$ cat src/rtl/tpf_pkg.sv
`default_nettype none

package tpf_pkg;

    localparam int TPF_QUEUE_DEPTH = 2;

    localparam int ADDR_W = 14;
    localparam int TILE_BASE_W = 13;

    localparam logic [ADDR_W-1:0] MAP_BASE_LOW  = 14'h1800;
    localparam logic [ADDR_W-1:0] MAP_BASE_HIGH = 14'h1C00;
    localparam logic [ADDR_W-1:0] BANK_OFFSET   = 14'h2000;
    localparam logic [TILE_BASE_W-1:0] SIGNED_BASE = 13'h1000;
    localparam logic [2:0] LINE_MASK = 3'h7;

    // attribute byte bit positions
    localparam int ATTR_BANK_BIT  = 3;
    localparam int ATTR_HFLIP_BIT = 5;
    localparam int ATTR_VFLIP_BIT = 6;

    // configuration register indexes
    localparam logic CFG_COLOUR_MODE        = 1'b0;
    localparam logic CFG_UNSIGNED_TILE_DATA = 1'b1;

    typedef enum logic {
        K_WRITE  = 1'b0,
        K_RENDER = 1'b1
    } t_kind;

    typedef struct packed {
        t_kind             kind;
        logic [ADDR_W-1:0] addr;   // write address, or map address for renders
        logic [7:0]        data;
        logic [4:0]        col;
        logic [4:0]        row;
        logic [2:0]        line;
    } t_op;

    typedef struct packed {
        logic colour_mode;
        logic unsigned_tile_data;
    } t_cfg;

endpackage

`default_nettype wire

$ cat src/rtl/tpf_queue.sv
`default_nettype none

module tpf_queue
    import tpf_pkg::*;
#(
    parameter int DEPTH = TPF_QUEUE_DEPTH
) (
    input  wire logic i_clk,
    input  wire logic i_rst_n,
    input  wire logic i_push,
    input  wire t_op  i_op,
    input  wire logic i_pop,
    output t_op       o_op,
    output logic      o_full,
    output logic      o_empty
);

    localparam int PTR_W = (DEPTH > 1) ? $clog2(DEPTH) : 1;
    localparam int CNT_W = $clog2(DEPTH + 1);

    t_op              r_mem [DEPTH];
    logic [PTR_W-1:0] r_wr_ptr, n_wr_ptr;
    logic [PTR_W-1:0] r_rd_ptr, n_rd_ptr;
    logic [CNT_W-1:0] r_count, n_count;

    function automatic logic [PTR_W-1:0] ptr_inc(input logic [PTR_W-1:0] p);
        logic [PTR_W-1:0] q;
        if (p == PTR_W'(DEPTH - 1)) q = '0;
        else                        q = p + PTR_W'(1);
        return q;
    endfunction

    assign o_full  = (r_count == CNT_W'(DEPTH));
    assign o_empty = (r_count == '0);
    assign o_op    = r_mem[r_rd_ptr];

    always_comb begin
        n_wr_ptr = i_push ? ptr_inc(r_wr_ptr) : r_wr_ptr;
        n_rd_ptr = i_pop  ? ptr_inc(r_rd_ptr) : r_rd_ptr;
        n_count  = r_count;
        if (i_push && !i_pop)      n_count = r_count + CNT_W'(1);
        else if (!i_push && i_pop) n_count = r_count - CNT_W'(1);
    end

    always_ff @(posedge i_clk) begin
        if (!i_rst_n) begin
            r_wr_ptr <= '0;
            r_rd_ptr <= '0;
            r_count  <= '0;
        end else begin
            r_wr_ptr <= n_wr_ptr;
            r_rd_ptr <= n_rd_ptr;
            r_count  <= n_count;
        end
    end

    always_ff @(posedge i_clk) begin
        if (i_push) r_mem[r_wr_ptr] <= i_op;
    end

endmodule

`default_nettype wire

$ cat config.mk
export PLATFORM = sky130hd
export DESIGN_NAME = tpf_queue
export DESIGN_NICKNAME = d
export VERILOG_FILES = /design/src/rtl/tpf_pkg.sv /design/src/rtl/tpf_queue.sv
export SDC_FILE = /design/constraint.sdc
export NUM_CORES = 1
export LEC_CHECK = 0
export BUFFER_PORTS_ARGS = -buffer_cell sky130_fd_sc_hd__buf_2
export CAP_MARGIN = 20
export CORE_MARGIN = 2
export CORE_UTILIZATION = 45
export CTS_BUF_LIST = sky130_fd_sc_hd__clkbuf_2
export DETAILED_ROUTE_END_ITERATION = 8
export HOLD_SLACK_MARGIN = 0.02
export PLACE_DENSITY = 0.7
export SLEW_MARGIN = 10
export SYNTH_ARGS = -nofsm -noshare
export SYNTH_HDL_FRONTEND = slang
export SYNTH_SLANG_ARGS = --single-unit
$ cat constraint.sdc
create_clock -name i_clk -period 4.3 [get_ports i_clk]
set_input_delay 0.86 -clock i_clk [delete_from_list [all_inputs] [get_ports i_clk]]
set_output_delay 0.86 -clock i_clk [all_outputs]
set_load 0.005 [all_outputs]
======== Word level (Yosys, flattened, before mapping) ========
Memory sizes are Yosys's and may differ from the RTL's. A register that Yosys moved wholly into a read port is not among the register bits.
Cells that the tools add are included.
W data, S select, Z words.
storage, ports and cells
  register bits ........................... 4
  bits in writable memories ............... 72
  bits of input ports ..................... 40
  memories kept ........................... 1
memory list
  memory  words  bits a word  read ports  clocked after memory_dff  write ports  RTL line         source
  r_mem   2      36           1           1                         1            tpf_queue.sv:21  t_op r_mem [DEPTH];
operators by class
  $add $sub $neg .......................... 4
  equality and inequality tests ........... 1
  mux-type cells .......................... 8
  reductions and logical operators ........ 6
operator list
  kind                   count
  $mux W1                6
  $mux W2                2
  $add A1 B1 Y1 const B  2
  $add A2 B1 Y2 const B  1
  $eq A2 B2 Y1 const B   1
  $logic_and A1 B1 Y1    2
  $logic_not A1 Y1       2
  $logic_not A2 Y1       1
  $reduce_bool A2 Y1     1
  $sub A2 B1 Y2 const B  1

======== Logic depth before layout (Yosys ltp) ========
Gate-level depths: netlist (run 1).
  word-level depth ........................ 4
  depth in mapped cells ................... 5

======== Worst setup path after synthesis (run 1) ========
OpenSTA, ideal clock, no wires.
  path kind ............................... input port to flip-flop
  start ................................... input i_push
  end ..................................... memory r_mem[0][0] in the netlist's numbering (enable)
  library setup time ...................... 435 ps
  arrival time ............................ 2509 ps
  required time ........................... 3865 ps
  path slack .............................. 1356 ps
  stages .................................. 1
  path buffers ............................ 0
  cells stage by stage .................... nor2b_1
between the ends
  word-level cells in the longest chain between the ends .. 2
RTL lines
  element                        RTL line         source
  start: declaration             tpf_queue.sv:10  input wire logic i_push,
  $mux W1                        tpf_queue.sv:58  if (i_push) r_mem[r_wr_ptr] <= i_op;
  $mux W1 (not written as such)  tpf_queue.sv:58
  end: declaration               tpf_queue.sv:21
Every way passes these cells.

==> results.json, run 1 <==
{
  "grt_pass1_vias": 1625,
  "netlist_instances": 134,
  "clockBufferDepth": 2,
  "worstPathRequired_ps": 3440,
  "h-tree-depth": 3,
  "avgViaCountPerCell": 4.80,
  "ys_seq_elements": 77,
  "die-area_um2": 6930,
  "cp-end-kind": "output port",
  "rows": 28,
  "cp.arrival_ps": 1830,
  "syn-num-nets": 175,
  "drtAntennaViolNets": 0,
  "grtUsageTotal_pct": 14.6,
  "synthTopCellsByArea": "edfxtp_1 77%, mux2_2 14%, dfxtp_1 3.5%",
  "ir_drop_v": 0.000315,
  "drive_gt1_share_pct": 58.7,
  "io_buffers": 77,
  "timing.max_cap.violations": 0,
  "synth.largest_area_cell": "edfxtp_1",
  "antenna_cells": 0,
  "postCtsSetupRepairBufs": 0,
  "fin_worst_skew_ps": 11.0,
  "hold_slack_ps": 545,
  "gp_congestion": 0.670,
  "maxSlewHeadroom_pct": 40.9,
  "synth_area_per_cell_um2": 21.1,
  "crit_type": "reg -> out",
  "report.final.hold_viol_count": 0,
  "drt_wl_total_mm": 4.63,
  "syn2layout_area_growth_pct": 21.7,
  "cts_resized": 0,
  "ios": 78,
  "final_common_cell": "buf_2",
  "num-nets-final": 261,
  "numCtsBuffers": 9,
  "avgRoutedWirePerCell_um": 15.4,
  "grt_pass1_wl_mm": 7.55,
  "finalMaxSlewViolations": 0,
  "status": "finished clean",
  "cts_hold_buf": 0,
  "rsz0062_at_grt": "false",
  "clkSlewWorstSetupHoldPaths_ps": 180,
  "min_period_over_period_pct": 62.5,
  "worst_pin_slew_ps": 886,
  "crit_fanout": 34,
  "grt_max_degree": 38,
  "finalSetupTns_ps": 0,
  "antenna_found_initial": 0,
  "place_hpwl_mm": 2.88,
  "powerDensity_nw_per_um2": 422,
  "dieHeight_um": 83.2,
  "cts_root_buffer": "clkbuf_2",
  "overflow": 0,
  "p_leak_nw": 1.32,
  "hp-class": "reg -> reg",
  "synth_area_um2": 2830,
  "drcViolationCount": 0,
  "setup_violations": 0,
  "startpoint_type": "register",
  "insertion_delay_ps": 480,
  "post-route-util_pct": 57.4,
  "drtIter0Drc": 89,
  "core-area_um2": 5990,
  "initial_core_util_pct": 47.2,
  "chipWidth_um": 83.2,
  "hold_depth": 2,
  "clock.fmax_mhz": 372,
  "vias": 1441,
  "ys_warn_count": 0,
  "first_pass_iters": 4,
  "cts_num_sinks": 77,
  "ys_seq_area_share_pct": 80.1,
  "ys_types": 17,
  "layout_common_cells": "77 x buf_2, 72 x edfxtp_1, 36 x mux2_2",
  "cts_tree": "built",
  "synth_top_area_share_pct": 76.5,
  "r2r_cells": 1,
  "fin_crit_ps": 2690
}
==> worst max-delay path: stages (launching register included) <==
cell and delay [ps]:
dfxtp_1 400, buf_4 420, mux2_2 390, buf_2 130
==> sequential cells by signal, indices dropped and copies added (netlist names), named ones only <==
name      flops
r_count       2
r_mem        72
r_rd_ptr      1
r_wr_ptr      1
==> metrics by stage <==
step                instances  power [mW]  worst slack [ps]  cell area [um^2]
floorplan                 134       0.978              1360              2830
global placement          283        1.05              2030              3280
detailed placement        283        1.05              2040              3280
CTS                       299        1.47              1530              3410
global route              300        1.52              1460              3440
finish                    300        1.45              1610              3440
==> Yosys cell counts <==
library cell	n
buf_6	3
xnor2_1	1
and2_1	4
buf_2	1
and2b_2	1
mux2_2	36
or3_1	1
inv_1	1
dfxtp_1	5
ha_1	1
edfxtp_1	72
nor2_1	1
o21a_1	1
a21boi_1	1
nor2b_1	2
xor2_1	2
o21ai_0	1
==> final timing paths <==
check,start,endpoint,slack [ps]
setup / recovery,register,o_op[18],1610
setup reg to reg,r_wr_ptr,r_mem[1][5],2770
hold / removal,r_count[1],r_count[1],550
hold reg to reg,r_count[1],r_count[1],550
==> logic make-up (layout without fill, tap and decap cells) <==
family	Yosys count	after routing	synth area share (%)
AO/OA/AOI/OAI	3	3	0.709
AND/OR/NAND/NOR	9	9	1.99
multiplexers	36	36	14.3
flip-flops	77	77	80.1
XOR/XNOR	3	3	0.930
adder cells (fa/ha/maj)	1	1	0.443
buffers and inverters	5	96	1.51
==> where the power goes <==
part	internal, mW	switching (mW)	leakage (nW)
logic	0.0858	0.0718	0.519
clock network	0.190	0.228	0.0808
registers	0.863	0.0119	0.717
==> final cells by class <==
type / instances / area, um^2
tap: 75 / 93.8
timing repair buffer: 79 / 420
clock buffer: 10 / 50.0
fill: 492 / 2550
sequential: 77 / 2260
multi-input combinational: 52 / 529
clock inverter: 6 / 77.6
inverter: 1 / 3.75
==> routing by layer <==
metal / global-route usage, % / part of all wire [%] / vias to the layer above
li1: - / - / 690
met4: 11.5 / 4.3 / 0
met2: 22.7 / 49 / 51
met5: 0 / 0 / -
met3: 3.88 / 5.4 / 17
met1: 17.2 / 41 / 683
Power figures use the tool's default switching activity.
==> run 2, diff against run 1 <==
--- a/config.mk
+++ b/config.mk
@@ -5,6 +5,7 @@
 export SDC_FILE = /design/constraint.sdc
 export NUM_CORES = 1
 export LEC_CHECK = 0
+export ABC_AREA = 1
 export BUFFER_PORTS_ARGS = -buffer_cell sky130_fd_sc_hd__buf_2
 export CAP_MARGIN = 20
 export CORE_MARGIN = 2
@@ -12,7 +13,7 @@
 export CTS_BUF_LIST = sky130_fd_sc_hd__clkbuf_2
 export DETAILED_ROUTE_END_ITERATION = 8
 export HOLD_SLACK_MARGIN = 0.02
-export PLACE_DENSITY = 0.7
+export PLACE_DENSITY = 0.72
 export SLEW_MARGIN = 10
 export SYNTH_ARGS = -nofsm -noshare
 export SYNTH_HDL_FRONTEND = slang
==> constraint.sdc (replaced) <==
create_clock -name i_clk -period 2.4 [get_ports i_clk]
set_input_delay 0.48 -clock i_clk [delete_from_list [all_inputs] [get_ports i_clk]]
set_output_delay 0.48 -clock i_clk [all_outputs]
set_load 0.005 [all_outputs]
==> results.json, run 2 <==
{
  "drive_gt1_share_pct": 55.6,
  "busiest_layer": "met2",
  "syn-num-nets": 188,
  "synth.largest_area_cell": "edfxtp_1",
  "avgRoutedWirePerCell_um": 15.0,
  "synth_area_per_cell_um2": 20.3,
  "initial_core_util_pct": 46.6,
  "crit_type": "reg -> out",
  "hold_depth": 1,
  "fin_cells": 318,
  "cts_root_buffer": "clkbuf_2",
  "core-area_um2": 6390,
  "grtUsageMet3_pct": 3.89,
  "final_common_cell": "buf_2",
  "ys_seq_area_share_pct": 75.9,
  "crit_fanout": 28,
  "r2r_cells": 3,
  "synth_mux_area_share_pct": 17.4,
  "ys_seq_elements": 77,
  "avgViaCountPerCell": 4.71,
  "setup_violations": 0,
  "synth-adder-area-share_pct": 0.420,
  "cts_tree": "built",
  "drt_wl_total_mm": 4.78,
  "reg_top3": "r_mem: 72 flops, r_count: 2 flops",
  "cts_resized": 0,
  "report.final.hold_viol_count": 0,
  "antenna_found_initial": 0,
  "status": "finished clean",
  "cp-end-kind": "output port",
  "clock.fmax_mhz": 455,
  "cp.buffers_inverters": 2,
  "synthFlopType": "edfxtp_1",
  "die-area_um2": 7290,
  "yosys.area_share.xor_xnor_pct": 0,
  "max_flop_register": "r_mem",
  "synth_common_cells": "72 x edfxtp_1, 30 x mux2_4, 9 x nor2_1, 8 x inv_1, 8 x nand2_1",
  "io_buffers": 77,
  "grt_max_degree": 29,
  "seq_area_um2": 2270,
  "p_leak_nw": 1.45,
  "min_period_over_period_pct": 91.5,
  "cts_num_sinks": 77,
  "grtUsageMet1_pct": 16.3,
  "antenna_cells": 0,
  "synth_compound_area_share_pct": 0.336,
  "clockBufferDepth": 2,
  "synth_area_um2": 2980,
  "ys_warn_count": 0,
  "cp_cell_sequence": "buf_12, mux2_2, buf_2",
  "synth_top_family_by_area": "multiplexers",
  "final_area_um2": 3530,
  "vias": 1497,
  "ys_types": 14,
  "insertion_delay_ps": 500,
  "ios": 78,
  "rsz0062_at_grt": "false",
  "gp_congestion": 0.724,
  "fin_worst_skew_ps": 21.8,
  "drtAntennaViolNets": 0,
  "chipWidth_um": 85.4,
  "powerDensity_nw_per_um2": 679,
  "netlist_instances": 147,
  "maxSlewHeadroom_pct": 80.4,
  "layout_common_cells": "77 x buf_2, 72 x edfxtp_1, 30 x mux2_4",
  "critPathMaxStageDelay_ps": 480,
  "layout_setup_ws_ps": 203,
  "numCtsBuffers": 9,
  "fin_crit_ps": 2200,
  "dieHeight_um": 85.4,
  "drcViolationCount": 0,
  "crit_cells": 3,
  "synth_edf_count": 72,
  "num-nets-final": 277,
  "drtIter0Drc": 58,
  "cp.arrival_ps": 1720,
  "dpl-instance-area_um2": 3450,
  "postCtsSetupRepairBufs": 0,
  "h-tree-depth": 3,
  "overflow": 0,
  "timing.max_cap.violations": 0,
  "worst_pin_slew_ps": 295,
  "multi_input_area_um2": 623,
  "crit_family": "flip-flops",
  "async_flop_share_pct": 0,
  "dp_slack_ps": 652,
  "startpoint_type": "register",
  "use_met2_pct": 22.4,
  "cp_slowest_cell": "dfxtp_4",
  "fillers": 518,
  "grt_pass1_wl_mm": 7.46,
  "synthTopCellsByArea": "edfxtp_1 73%, mux2_4 15%, dfxtp_1 3.4%",
  "cts_hold_buf": 0,
  "finalSetupTns_ps": 0,
  "largest_reg_flops": 72,
  "clkSlewWorstSetupHoldPaths_ps": 200,
  "finalMaxSlewViolations": 0,
  "synth_top_area_share_pct": 72.6,
  "yosysMostFrequentCell": "edfxtp_1",
  "place_hpwl_mm": 3.23,
  "syn2layout_area_growth_pct": 18.5,
  "worstPathRequired_ps": 1920,
  "grtUsageTotal_pct": 13.9,
  "rows": 29,
  "yosys.area_share.simple_pct": 2.52,
  "ir_drop_v": 0.000337,
  "hp-class": "in -> reg",
  "numPlacedInstances": 302,
  "grt_pass1_vias": 1603,
  "first_pass_iters": 4
}
-- run 2: cell types whose count changed after synthesis, moves of 4 or more --
cell,before,now
mux2_2,36,6
inv_1,1,8
nor2_1,1,9
and2_1,4,0
nand2_1,0,8
mux2_4,0,30
-- run 2: layout make-up --
cell class / instances / area share [%]
tap: 77 / 2.73
inverter: 8 / 0.850
clock buffer: 10 / 1.42
clock inverter: 6 / 0.850
sequential: 77 / 64.2
timing repair buffer: 82 / 12.3
multi-input combinational: 58 / 17.6
-- run 2: kinds of logic (layout without fill, tap and decap cells) --
family | Yosys count | after routing
mux | 36 | 36
buf+inv | 12 | 106
flops | 77 | 77
fa+ha+maj | 1 | 1
compound gates | 2 | 2
simple gates | 19 | 19
-- run 2: worst register-to-register path, stage by stage (launching register included) --
cell	delay, ps
dfxtp_1	430
nand2_1	90
inv_1	80
buf_4	270
-- run 2: per-stage QoR --
| step | util, % | total power, mW | hold slack, ps |
|---|---|---|---|
| after CTS | 55.3 | 2.43 | 111 |
| after floorplan | - | 1.78 | 463 |
| after detailed placement | 54.0 | 1.90 | 497 |
| after global placement | 54.0 | 1.89 | 480 |
| after global routing | 55.3 | 2.51 | 92.2 |
| final | 55.3 | 2.40 | 147 |
-- run 2: final timing paths --
| check | slack (ps) | endpoint | start |
|---|---|---|---|
| setup / recovery | 200 | o_op[21] | register |
| hold / removal | 150 | r_mem[0][8] | i_op[8] |
| setup reg to reg | 1220 | r_mem[1][25] | r_wr_ptr |
| hold reg to reg | 530 | r_rd_ptr | r_rd_ptr |
-- run 2: layer usage --
metal  part of all wire [%]  up-vias
met5                      0        -
met4                    2.0        0
met3                    5.2        7
met2                     50       41
met1                     43      722
li1                       -      727
-- run 2: power by group --
part / total (mW) / switching [mW] / internal (mW)
sequential: 1.57 / 0.0252 / 1.55
combinational: 0.287 / 0.127 / 0.160
clock: 0.537 / 0.409 / 0.129
total: 2.40 / 0.561 / 1.84
