### config.mk
export PLATFORM = sky130hd
export DESIGN_NAME = tpf_front
export DESIGN_NICKNAME = d
export VERILOG_FILES = /design/src/rtl/tpf_pkg.sv /design/src/rtl/tpf_front.sv
export SDC_FILE = /design/constraint.sdc
export NUM_CORES = 1
export LEC_CHECK = 0
export BUFFER_PORTS_ARGS = -buffer_cell sky130_fd_sc_hd__buf_2
export CAP_MARGIN = 0
export CORE_MARGIN = 2
export CORE_UTILIZATION = 25
export DETAILED_ROUTE_END_ITERATION = 8
export GPL_TIMING_DRIVEN = 0
export PLACE_DENSITY_LB_ADDON = 0.12
export SKIP_LAST_GASP = 1
export SYNTH_ARGS = -nofsm -noshare
export SYNTH_HDL_FRONTEND = slang
export SYNTH_SLANG_ARGS = --single-unit
export TNS_END_PERCENT = 1
### constraint.sdc
create_clock -name vclk -period 1.26
set_input_delay 0.378 -clock vclk [all_inputs]
set_output_delay 0.378 -clock vclk [all_outputs]
set_load 0.05 [all_outputs]
### src/rtl/tpf_pkg.sv
`default_nettype none

package tpf_pkg;

    localparam int TPF_QUEUE_DEPTH = 2;

    localparam int ADDR_W = 14;
    localparam int TILE_BASE_W = 13;

    localparam logic [ADDR_W-1:0] MAP_BASE_LOW  = 14'h1800;
    localparam logic [ADDR_W-1:0] MAP_BASE_HIGH = 14'h1C00;
    localparam logic [ADDR_W-1:0] BANK_OFFSET   = 14'h2000;
    localparam logic [TILE_BASE_W-1:0] SIGNED_BASE = 13'h1000;
    localparam logic [2:0] LINE_MASK = 3'h7;

    // attribute byte bit positions
    localparam int ATTR_BANK_BIT  = 3;
    localparam int ATTR_HFLIP_BIT = 5;
    localparam int ATTR_VFLIP_BIT = 6;

    // configuration register indexes
    localparam logic CFG_COLOUR_MODE        = 1'b0;
    localparam logic CFG_UNSIGNED_TILE_DATA = 1'b1;

    typedef enum logic {
        K_WRITE  = 1'b0,
        K_RENDER = 1'b1
    } t_kind;

    typedef struct packed {
        t_kind             kind;
        logic [ADDR_W-1:0] addr;   // write address, or map address for renders
        logic [7:0]        data;
        logic [4:0]        col;
        logic [4:0]        row;
        logic [2:0]        line;
    } t_op;

    typedef struct packed {
        logic colour_mode;
        logic unsigned_tile_data;
    } t_cfg;

endpackage

`default_nettype wire

### src/rtl/tpf_front.sv
`default_nettype none

module tpf_front
    import tpf_pkg::*;
(
    input  wire logic        start,
    input  wire logic        i_cmd,
    input  wire logic [13:0] i_mem_address,
    input  wire logic [7:0]  i_mem_data,
    input  wire logic        i_map_select,
    input  wire logic [4:0]  i_tile_column,
    input  wire logic [4:0]  i_tile_row,
    input  wire logic [2:0]  i_tile_line,
    input  wire logic        i_queue_full,
    output logic             busy,
    output logic             o_push,
    output t_op              o_op
);

    logic [ADDR_W-1:0] map_base;

    assign busy   = i_queue_full;
    assign o_push = start && !i_queue_full;

    always_comb begin
        map_base = i_map_select ? MAP_BASE_HIGH : MAP_BASE_LOW;
        o_op.kind = t_kind'(i_cmd);
        o_op.data = i_mem_data;
        o_op.col  = i_tile_column;
        o_op.row  = i_tile_row;
        o_op.line = i_tile_line;
        unique case (t_kind'(i_cmd))
            K_WRITE:  o_op.addr = i_mem_address;
            // map entry offset is row*32 + col, below the base's set bits
            K_RENDER: o_op.addr = map_base | {4'b0, i_tile_row, i_tile_column};
            default:  o_op.addr = i_mem_address;
        endcase
    end

endmodule

`default_nettype wire

## Word level (Yosys, flattened, before mapping)

Index checks and enable logic that the tools add are counted.

| storage, ports and cells | value |
|---|---|
| flip-flop bits (word level) | 0 |
| bits of input ports | 39 |
| output and inout port bits | 38 |
| logic and storage cells | 6 |

| operators by class | value |
|---|---|
| multiplexer cells | 2 |
| bitwise logic cells | 2 |
| reductions and logical operators | 2 |

Operators with widths:

| operator | number |
|---|---|
| $pmux 14 s2 | 1 |
| $or 13x10->13 | 1 |
| $mux 11 | 1 |
| $logic_and 1x1->1 | 1 |
| $logic_not 1->1 | 1 |
| $not 1->1 | 1 |

## Longest topological paths before layout

Gate-level depths: netlist of run 1.

| logic depth | value |
|---|---|
| word-level depth | 3 |
| depth in mapped cells | 2 |
| gate-level depth less buffers | 1 |

## Worst setup path before layout of run 1

No wires, ideal clock.

| path | value |
|---|---|
| path type | input port to output port |
| start | input port start |
| end | output port o_push |
| arrival time | 1.085 ns |
| required time | 0.882 ns |
| path slack | -0.203 ns |
| stages | 1 |
| buffers on the path | 0 |
| cells stage by stage | nor2b_1 |

| on the way | value |
|---|---|
| word-level cells in the longest chain between the ends | 1 |

RTL lines:

| element | line | RTL |
|---|---|---|
| start: declaration | tpf_front.sv:6 | `input wire logic start,` |
| $logic_and 1x1->1 | tpf_front.sv:23 | `assign o_push = start && !i_queue_full;` |
| end: declaration | tpf_front.sv:16 | `output logic o_push,` |

Every way passes these cells.

==> impl_metrics.py, run 1 <==
metrics = {
    "die": {
        "fp.dieArea_mm2": 0.00177,
        "boundaryPins": 77,
        "fp.dieW_um": 42.0,
        "coreArea_mm2": 0.00133,
        "start_util": 0.271,
        "row_count": 13,
        "dieHeight_um": 42.0,
    },
    "min_path": {
        "min_path_cells": 2,
        "hold_class": "input port to output port",
    },
    "synthesis": {
        "yosys.cell_count.top_type": "buf_4",
        "synth.avg_cell_area_um2": 9.27,
        "synth_top_cell_area_share": 0.478,
        "netlist_area_um2": 362,
        "yosys.area.top_type": "buf_4",
        "yosys-top-cells-area": "buf_4, mux2_4, mux2_2",
        "syn_inst": 39,
        "ys_types": 7,
        "yosysSeqAreaShare": 0,
        "netlist_top_cells_count": "buf_4, mux2_4, mux2_2, or2_2",
        "yosys_warnings": 0,
        "synth_nets": 78,
    },
    "timing": {
        "fin_ws_ns": -0.199,
        "setup_viol": 14,
        "tns_ns": -2.30,
        "worstMarginPinSlew_ns": 0.262,
        "rsz0062_at_grt": "true",
        "relSlewSlack": 0.827,
        "drv_slew": 0,
        "fin_crit_sh": 1.16,
        "hold_violations": 0,
        "layout_min_cycle_time_ns": 1.46,
        "fmax_mhz": 686,
    },
    "cells_and_area": {
        "final_util": 0.627,
        "multi_input_area_um2": 185,
        "area_growth_pct": 131,
        "nFillCells": 124,
        "final_cell_count_no_fill": 121,
        "clkbuf_count": 0,
        "ff_latch_area_um2": 0,
        "drive_gt1_frac": 1.00,
        "insertedDiodeCount": 0,
        "finalNetCount": 147,
        "seq_cell_count": 0,
    },
    "worst_setup_path": {
        "cp-start-kind": "input port",
        "arrival_ns": 1.08,
        "endpoint_kind": "output port",
        "cp_data_required_time_ns": 0.88,
        "path_max_fanout": 7,
        "critPathKind": "input port to output port",
    },
    "place": {
        "place.gp.congestion": 0.689,
        "io_buffers": 66,
        "dp.cells": 120,
        "dp_slack_ns": -0.354,
        "detailed_place_hpwl_um": 1030,
    },
    "grt": {
        "grt_max_degree": 8,
        "grt_pass1_wl_um": 1900,
        "grt_pass1_vias": 460,
        "gr-usage-all-layers": 0.127,
        "grt.overflow.total": 0,
        "antenna_found_initial": 0,
    },
    "detailed_routing": {
        "ant_nets": 0,
        "wl_met2_um": 618,
        "drc_errors": 0,
        "routed-via-count": 477,
        "wl_met3_um": 189,
        "vias_per_cell": 3.94,
        "highest_layer": "met3",
        "wirelength_um": 1190,
        "first_pass_iters": 2,
        "wl_met1_um": 379,
        "drtIter0Drc": 1,
        "wire_per_inst_um": 9.80,
    },
    "power_and_ir_drop": {
        "p_per_area_mw_per_mm2": 657,
        "irDropWorstVdd_v": 0.000317,
        "cellLeakagePower_nw": 0.510,
    },
    "status": {
        "status": "complete, but fails checks",
        "violations": "setup timing",
    },
    "flow_run": {
        "cap_violations": 0,
    },
    "clock_network": {
        "post-cts-setup-buffers": 0,
    },
}
-- cell families (layout without fill, tap and decap cells) --
| logic type | Yosys count | after routing | share of synthesized area |
|---|---|---|---|
| and+or+nand+nor | 4 | 4 | 0.0761 |
| muxes | 11 | 11 | 0.415 |
| buffers and inverters | 24 | 91 | 0.509 |
-- final cells by class --
class                           instances  share of cell area
Tap cell                               15              0.0225
Multi-Input combinational cell         15               0.222
Timing Repair Buffer                   67               0.531
Buffer                                 24               0.225
-- stage by stage --
step	instance area, um^2	hold WS [ns]	total power [mW]
2_1_floorplan	364	0.851	0.382
3_3_place_gp	713	1.06	0.490
3_5_place_dp	713	1.06	0.492
4_1_cts	836	1.06	0.552
5_1_grt	836	1.06	0.571
6_report	836	1.06	0.549
-- worst max-delay path: stages --
cell	delay, ns
buf_12	0.12
buf_8	0.13
mux2_4	0.30
buf_8	0.15
-- cell usage in the layout (no fill, tap or decap), drive strengths merged --
master / netlist / layout
nor2b: 1 / 1
and2b: 1 / 1
buf: 24 / 91
or2: 2 / 2
mux2: 11 / 11
-- repair_timing --
action,4_1_cts,5_1_grt
pin swaps,0,0
cloned,1,0
hold endpoints to repair,0,0
hold buffers,0,0
gates resized for setup,30,0
setup endpoints to repair,15,14
-- worst paths after layout --
check                           from       end  slack (ns)
worst max-delay path           i_cmd  o_op[31]       -0.20
worst min-delay path  i_tile_line[2]   o_op[2]        1.06
-- routing by layer --
metal / vias up / track usage
met1: 190 / 0.138
met5: - / 0
met4: 0 / 0
li1: 239 / -
met2: 48 / 0.269
met3: 0 / 0.0172
-- power by group --
group / switching (mW) / internal, mW / total (mW) / leakage [nW]
registers: 0 / 0 / 0 / 0
logic: 0.335 / 0.214 / 0.549 / 0.510
clock network: 0 / 0 / 0 / 0
No activity file was read; power rests on OpenSTA's default activity.
==> inputs of run 2 (changes only) <==
--- a/config.mk
+++ b/config.mk
@@ -6,7 +6,7 @@
 export NUM_CORES = 1
 export LEC_CHECK = 0
 export BUFFER_PORTS_ARGS = -buffer_cell sky130_fd_sc_hd__buf_2
-export CAP_MARGIN = 0
+export CAP_MARGIN = 20
 export CORE_MARGIN = 2
 export CORE_UTILIZATION = 25
 export DETAILED_ROUTE_END_ITERATION = 8
==> constraint.sdc (replaced) <==
create_clock -name vclk -period 1.26
set_input_delay 0.063 -clock vclk [all_inputs]
set_output_delay 0.063 -clock vclk [all_outputs]
set_load 0.05 [all_outputs]
==> run 2 against run 1 <==
  * The flow now finishes without violations
  * Critical endpoint unchanged
  * Routed wire length decreased by 6.8%
  * Largest cell class unchanged
  * Critical path type unchanged
  * Non-clock buffer count down 1
  * First-iteration DRC count down 100%
  * Total power fell by 11%
  * Core utilization decreased by 9.4 points
  * Combinational power decreased by 11%
==> impl_metrics.py, run 2 (synthesis gave the netlist of run 1 again) <==
metrics = {
    "status": {
        "status": "finished clean",
    },
    "timing": {
        "layout_min_cycle_time_ns": 0.963,
        "hold_violations": 0,
        "drv_slew": 0,
        "relSlewSlack": 0.826,
        "fin_ws_ns": 0.297,
        "fmax_mhz": 1040,
        "rsz0062_at_grt": "false",
        "fin_crit_sh": 0.765,
        "tns_ns": 0,
        "worstMarginPinSlew_ns": 0.263,
        "whs_ns": 0.428,
        "setup_viol": 0,
    },
    "cells_and_area": {
        "ff_latch_area_um2": 0,
        "final_cell_mix": "buf_2, buf_4, mux2_4, mux2_2, or2_2",
        "seq_cell_count": 0,
        "postLayoutCellArea_um2": 711,
        "insertedDiodeCount": 0,
        "clkbuf_count": 0,
        "multi_input_area_um2": 178,
        "nFillCells": 135,
        "area_growth_pct": 96.5,
        "drive_gt1_frac": 0.990,
        "finalNetCount": 146,
        "layout_commonest_cell": "buf_2",
    },
    "grt": {
        "grt_pass1_vias": 399,
        "grt.overflow.total": 0,
        "grt_max_degree": 11,
        "gr-usage-all-layers": 0.101,
        "grt_pass1_wl_um": 1520,
        "antenna_found_initial": 0,
    },
    "clock_network": {
        "cts_hold_buf": 0,
        "post-cts-setup-buffers": 0,
        "ctsResizeCount": 0,
    },
    "place": {
        "dp_slack_ns": 0.284,
        "dpl-instance-area_um2": 711,
        "io_buffers": 66,
        "detailed_place_hpwl_um": 1040,
        "place.gp.congestion": 0.658,
    },
    "min_path": {
        "min_path_cells": 2,
        "holdPathEnd": "o_op[13]",
        "hold_class": "input port to output port",
        "worstHoldStart": "i_mem_data[0]",
    },
    "detailed_routing": {
        "routed-via-count": 469,
        "vias_per_cell": 3.91,
        "wire_per_inst_um": 9.21,
        "wirelength_um": 1110,
        "first_pass_iters": 1,
        "ant_nets": 0,
        "drtIter0Drc": 0,
        "drc_errors": 0,
    },
    "worst_setup_path": {
        "cp-startpoint": "i_cmd",
        "path_max_fanout": 10,
        "endpoint_kind": "output port",
        "arrival_ns": 0.90,
        "critPathKind": "input port to output port",
        "cp-start-kind": "input port",
        "cp_data_required_time_ns": 1.20,
    },
    "power_and_ir_drop": {
        "irDropWorstVdd_v": 0.000321,
        "cellLeakagePower_nw": 0.461,
        "p_per_area_mw_per_mm2": 688,
    },
    "die": {
        "row_count": 13,
        "dieHeight_um": 42.0,
        "start_util": 0.271,
        "boundaryPins": 77,
        "fp.dieArea_mm2": 0.00177,
        "coreArea_mm2": 0.00133,
        "fp.dieW_um": 42.0,
    },
    "flow_run": {
        "cap_violations": 0,
    },
}
run 2: cell types whose count changed in the layout (fill, tap and decap cells not counted), sizes merged:
cell,previous run,this run
buf,91,90
run 2: layer usage:
metal / vias up / wire (um) / track usage
met5: - / 0 / 0
met1: 182 / 330 / 0.105
met3: 0 / 265 / 0.0431
met4: 0 / 0 / 0
met2: 51 / 510 / 0.197
li1: 236 / - / -
run 2: layout make-up:
cell class,instances,share of cell area
plain buffers,24,0.259
well taps,15,0.0264
repair buffers,66,0.465
multi-input cells,15,0.250
run 2: worst max-delay path by stage:
| stage | endpoint | slack (ns) | cells past startpoint |
|---|---|---|---|
| floorplan | o_push | 0.43 | 1 |
| global placement | o_op[28] | 0.29 | 4 |
| detailed placement | o_op[31] | 0.28 | 4 |
| CTS | o_op[31] | 0.28 | 4 |
| global route | o_op[28] | 0.26 | 4 |
| finish | o_op[31] | 0.30 | 4 |
run 2: critical path, cell delays in order:
cell    delay, ns
buf_2        0.15
buf_6        0.17
mux2_4       0.30
buf_2        0.21
run 2: power by group:
part	internal, mW	total (mW)	leakage [nW]	switching [mW]
sequential	0	0	0	0
combinational	0.165	0.489	0.461	0.324
clock	0	0	0	0
run 2: metrics by stage:
stage | cells | total power, mW | utilization
2_1_floorplan | 39 | 0.382 | -
3_3_place_gp | 120 | 0.490 | 0.533
3_5_place_dp | 120 | 0.492 | 0.533
4_1_cts | 120 | 0.493 | 0.533
5_1_grt | 120 | 0.507 | 0.533
6_report | 120 | 0.489 | 0.533
==> inputs of run 3 (changes only) <==
--- a/config.mk
+++ b/config.mk
@@ -8,7 +8,7 @@
 export BUFFER_PORTS_ARGS = -buffer_cell sky130_fd_sc_hd__buf_2
 export CAP_MARGIN = 20
 export CORE_MARGIN = 2
-export CORE_UTILIZATION = 25
+export CORE_UTILIZATION = 23
 export DETAILED_ROUTE_END_ITERATION = 8
 export GPL_TIMING_DRIVEN = 0
 export PLACE_DENSITY_LB_ADDON = 0.12
==> constraint.sdc (replaced) <==
create_clock -name vclk -period 0.88
set_input_delay 0.044 -clock vclk [all_inputs]
set_output_delay 0.044 -clock vclk [all_outputs]
set_load 0.05 [all_outputs]
==> run 3 against run 2 <==
  * Hold slack lost 0.038 ns
  * Count of clock-buffer cells in the layout did not move
  * Sequential share of layout area stayed put
  * Largest cell class unchanged
  * Routed wire length is 3.0% higher
  * Cell count rose by 1.7%
  * Via count fell by 0.64%
  * Flip-flop and latch count did not move
  * Cell area grew 13%
  * Critical path depth unchanged
  * Non-clock buffer count up 1
==> impl_metrics.py, run 3 (synthesis gave the netlist of run 1 again) <==
metrics = {
    "status": {
        "status": "finished clean",
    },
    "power_and_ir_drop": {
        "p_per_area_mw_per_mm2": 948,
        "p_int_mw": 0.287,
        "clkPwrFrac": 0,
        "finalPower_mw": 0.762,
        "p_seq_frac": 0,
        "cellLeakagePower_nw": 0.498,
        "power.switching_mw": 0.475,
        "combPwrFrac": 1.000,
        "irDropWorstVdd_v": 0.000451,
        "swShare": 0.623,
    },
    "flow_run": {
        "cap_violations": 0,
    },
    "timing": {
        "drv_slew": 0,
        "whs_ns": 0.390,
        "fin_ws_ns": 0.0458,
        "fmax_mhz": 1200,
        "relSlewSlack": 0.830,
        "fin_crit_sh": 0.948,
        "setup_viol": 0,
        "rsz0062_at_grt": "false",
        "worstMarginPinSlew_ns": 0.257,
        "hold_violations": 0,
        "layout_min_cycle_time_ns": 0.834,
    },
    "detailed_routing": {
        "ant_nets": 0,
        "drc_errors": 0,
        "wirelength_um": 1140,
        "routed-via-count": 466,
        "wire_per_inst_um": 9.33,
        "vias_per_cell": 3.82,
        "first_pass_iters": 1,
        "drtIter0Drc": 0,
    },
    "worst_setup_path": {
        "endpoint_kind": "output port",
        "arrival_ns": 0.79,
        "cp_data_required_time_ns": 0.84,
        "cp-start-kind": "input port",
        "path_max_fanout": 7,
        "critPathKind": "input port to output port",
    },
    "grt": {
        "grt_pass1_wl_um": 1730,
        "antenna_found_initial": 0,
        "gr-usage-all-layers": 0.112,
        "grt.overflow.total": 0,
        "grt_max_degree": 8,
        "grt_pass1_vias": 418,
    },
    "die": {
        "coreArea_mm2": 0.00149,
        "start_util": 0.243,
        "fp.dieArea_mm2": 0.00191,
        "row_count": 14,
        "dieHeight_um": 43.7,
        "fp.dieW_um": 43.7,
        "boundaryPins": 77,
    },
    "min_path": {
        "min_path_cells": 2,
        "hold_class": "input port to output port",
    },
    "cells_and_area": {
        "layout_commonest_cell": "buf_2",
        "insertedDiodeCount": 0,
        "clkbuf_count": 0,
        "ff_latch_area_um2": 0,
        "finalNetCount": 147,
        "final_cell_mix": "buf_2, buf_4, mux2_4, buf_8, mux2_2",
        "area_growth_pct": 122,
        "final_cell_count_no_fill": 122,
        "drive_gt1_frac": 0.991,
        "seq_cell_count": 0,
        "postLayoutCellArea_um2": 803,
    },
    "place": {
        "detailed_place_hpwl_um": 1000,
        "dp_slack_ns": -0.0677,
        "dp.cells": 121,
        "io_buffers": 66,
        "dpl-instance-area_um2": 712,
        "place.gp.congestion": 0.662,
    },
    "clock_network": {
        "cts_hold_buf": 0,
        "post-cts-setup-buffers": 0,
    },
}
-- run 3: area by class of cell --
type	instances	area (um^2)
Multi-Input combinational cell	15	183
Buffer	24	188
Tap cell	16	20.0
Timing Repair Buffer	67	413
Fill cell	147	686
-- run 3: final timing paths --
check / startpoint / to / slack, ns
worst max-delay path: i_cmd / o_op[26] / 0.05
worst min-delay path: i_mem_data[1] / o_op[14] / 0.39
-- run 3: layer usage --
layer  GRT usage  vias to the layer above  wire (um)
li1            -                      239          -
met5           0                        -          0
met2       0.212                       43        554
met1       0.135                      184        374
met3      0.0250                        0        210
met4           0                        0          0
-- run 3: worst max-delay path: stages --
cell,delay [ns]
buf_6,0.12
buf_8,0.13
mux2_4,0.30
buf_4,0.19
-- run 3: repair_timing --
action                                  in CTS  in global routing
hold endpoints to repair                     0                  0
resized for setup                           22                  0
endpoints found under the setup margin       9                  0
-- run 3: power by group through the flow --
stage | combinational (mW) | sequential [mW] | clock (mW)
after floorplan | 0.546 | 0 | 0
after global placement | 0.702 | 0 | 0
after detailed placement | 0.704 | 0 | 0
after CTS | 0.767 | 0 | 0
after global routing | 0.795 | 0 | 0
final | 0.762 | 0 | 0
-- run 3: per-stage QoR --
step	TNS, ns	util
after detailed placement	-0.468	0.478
final	0	0.539
after CTS	0	0.539
after global routing	0	0.539
after floorplan	0	-
after global placement	-0.461	0.478
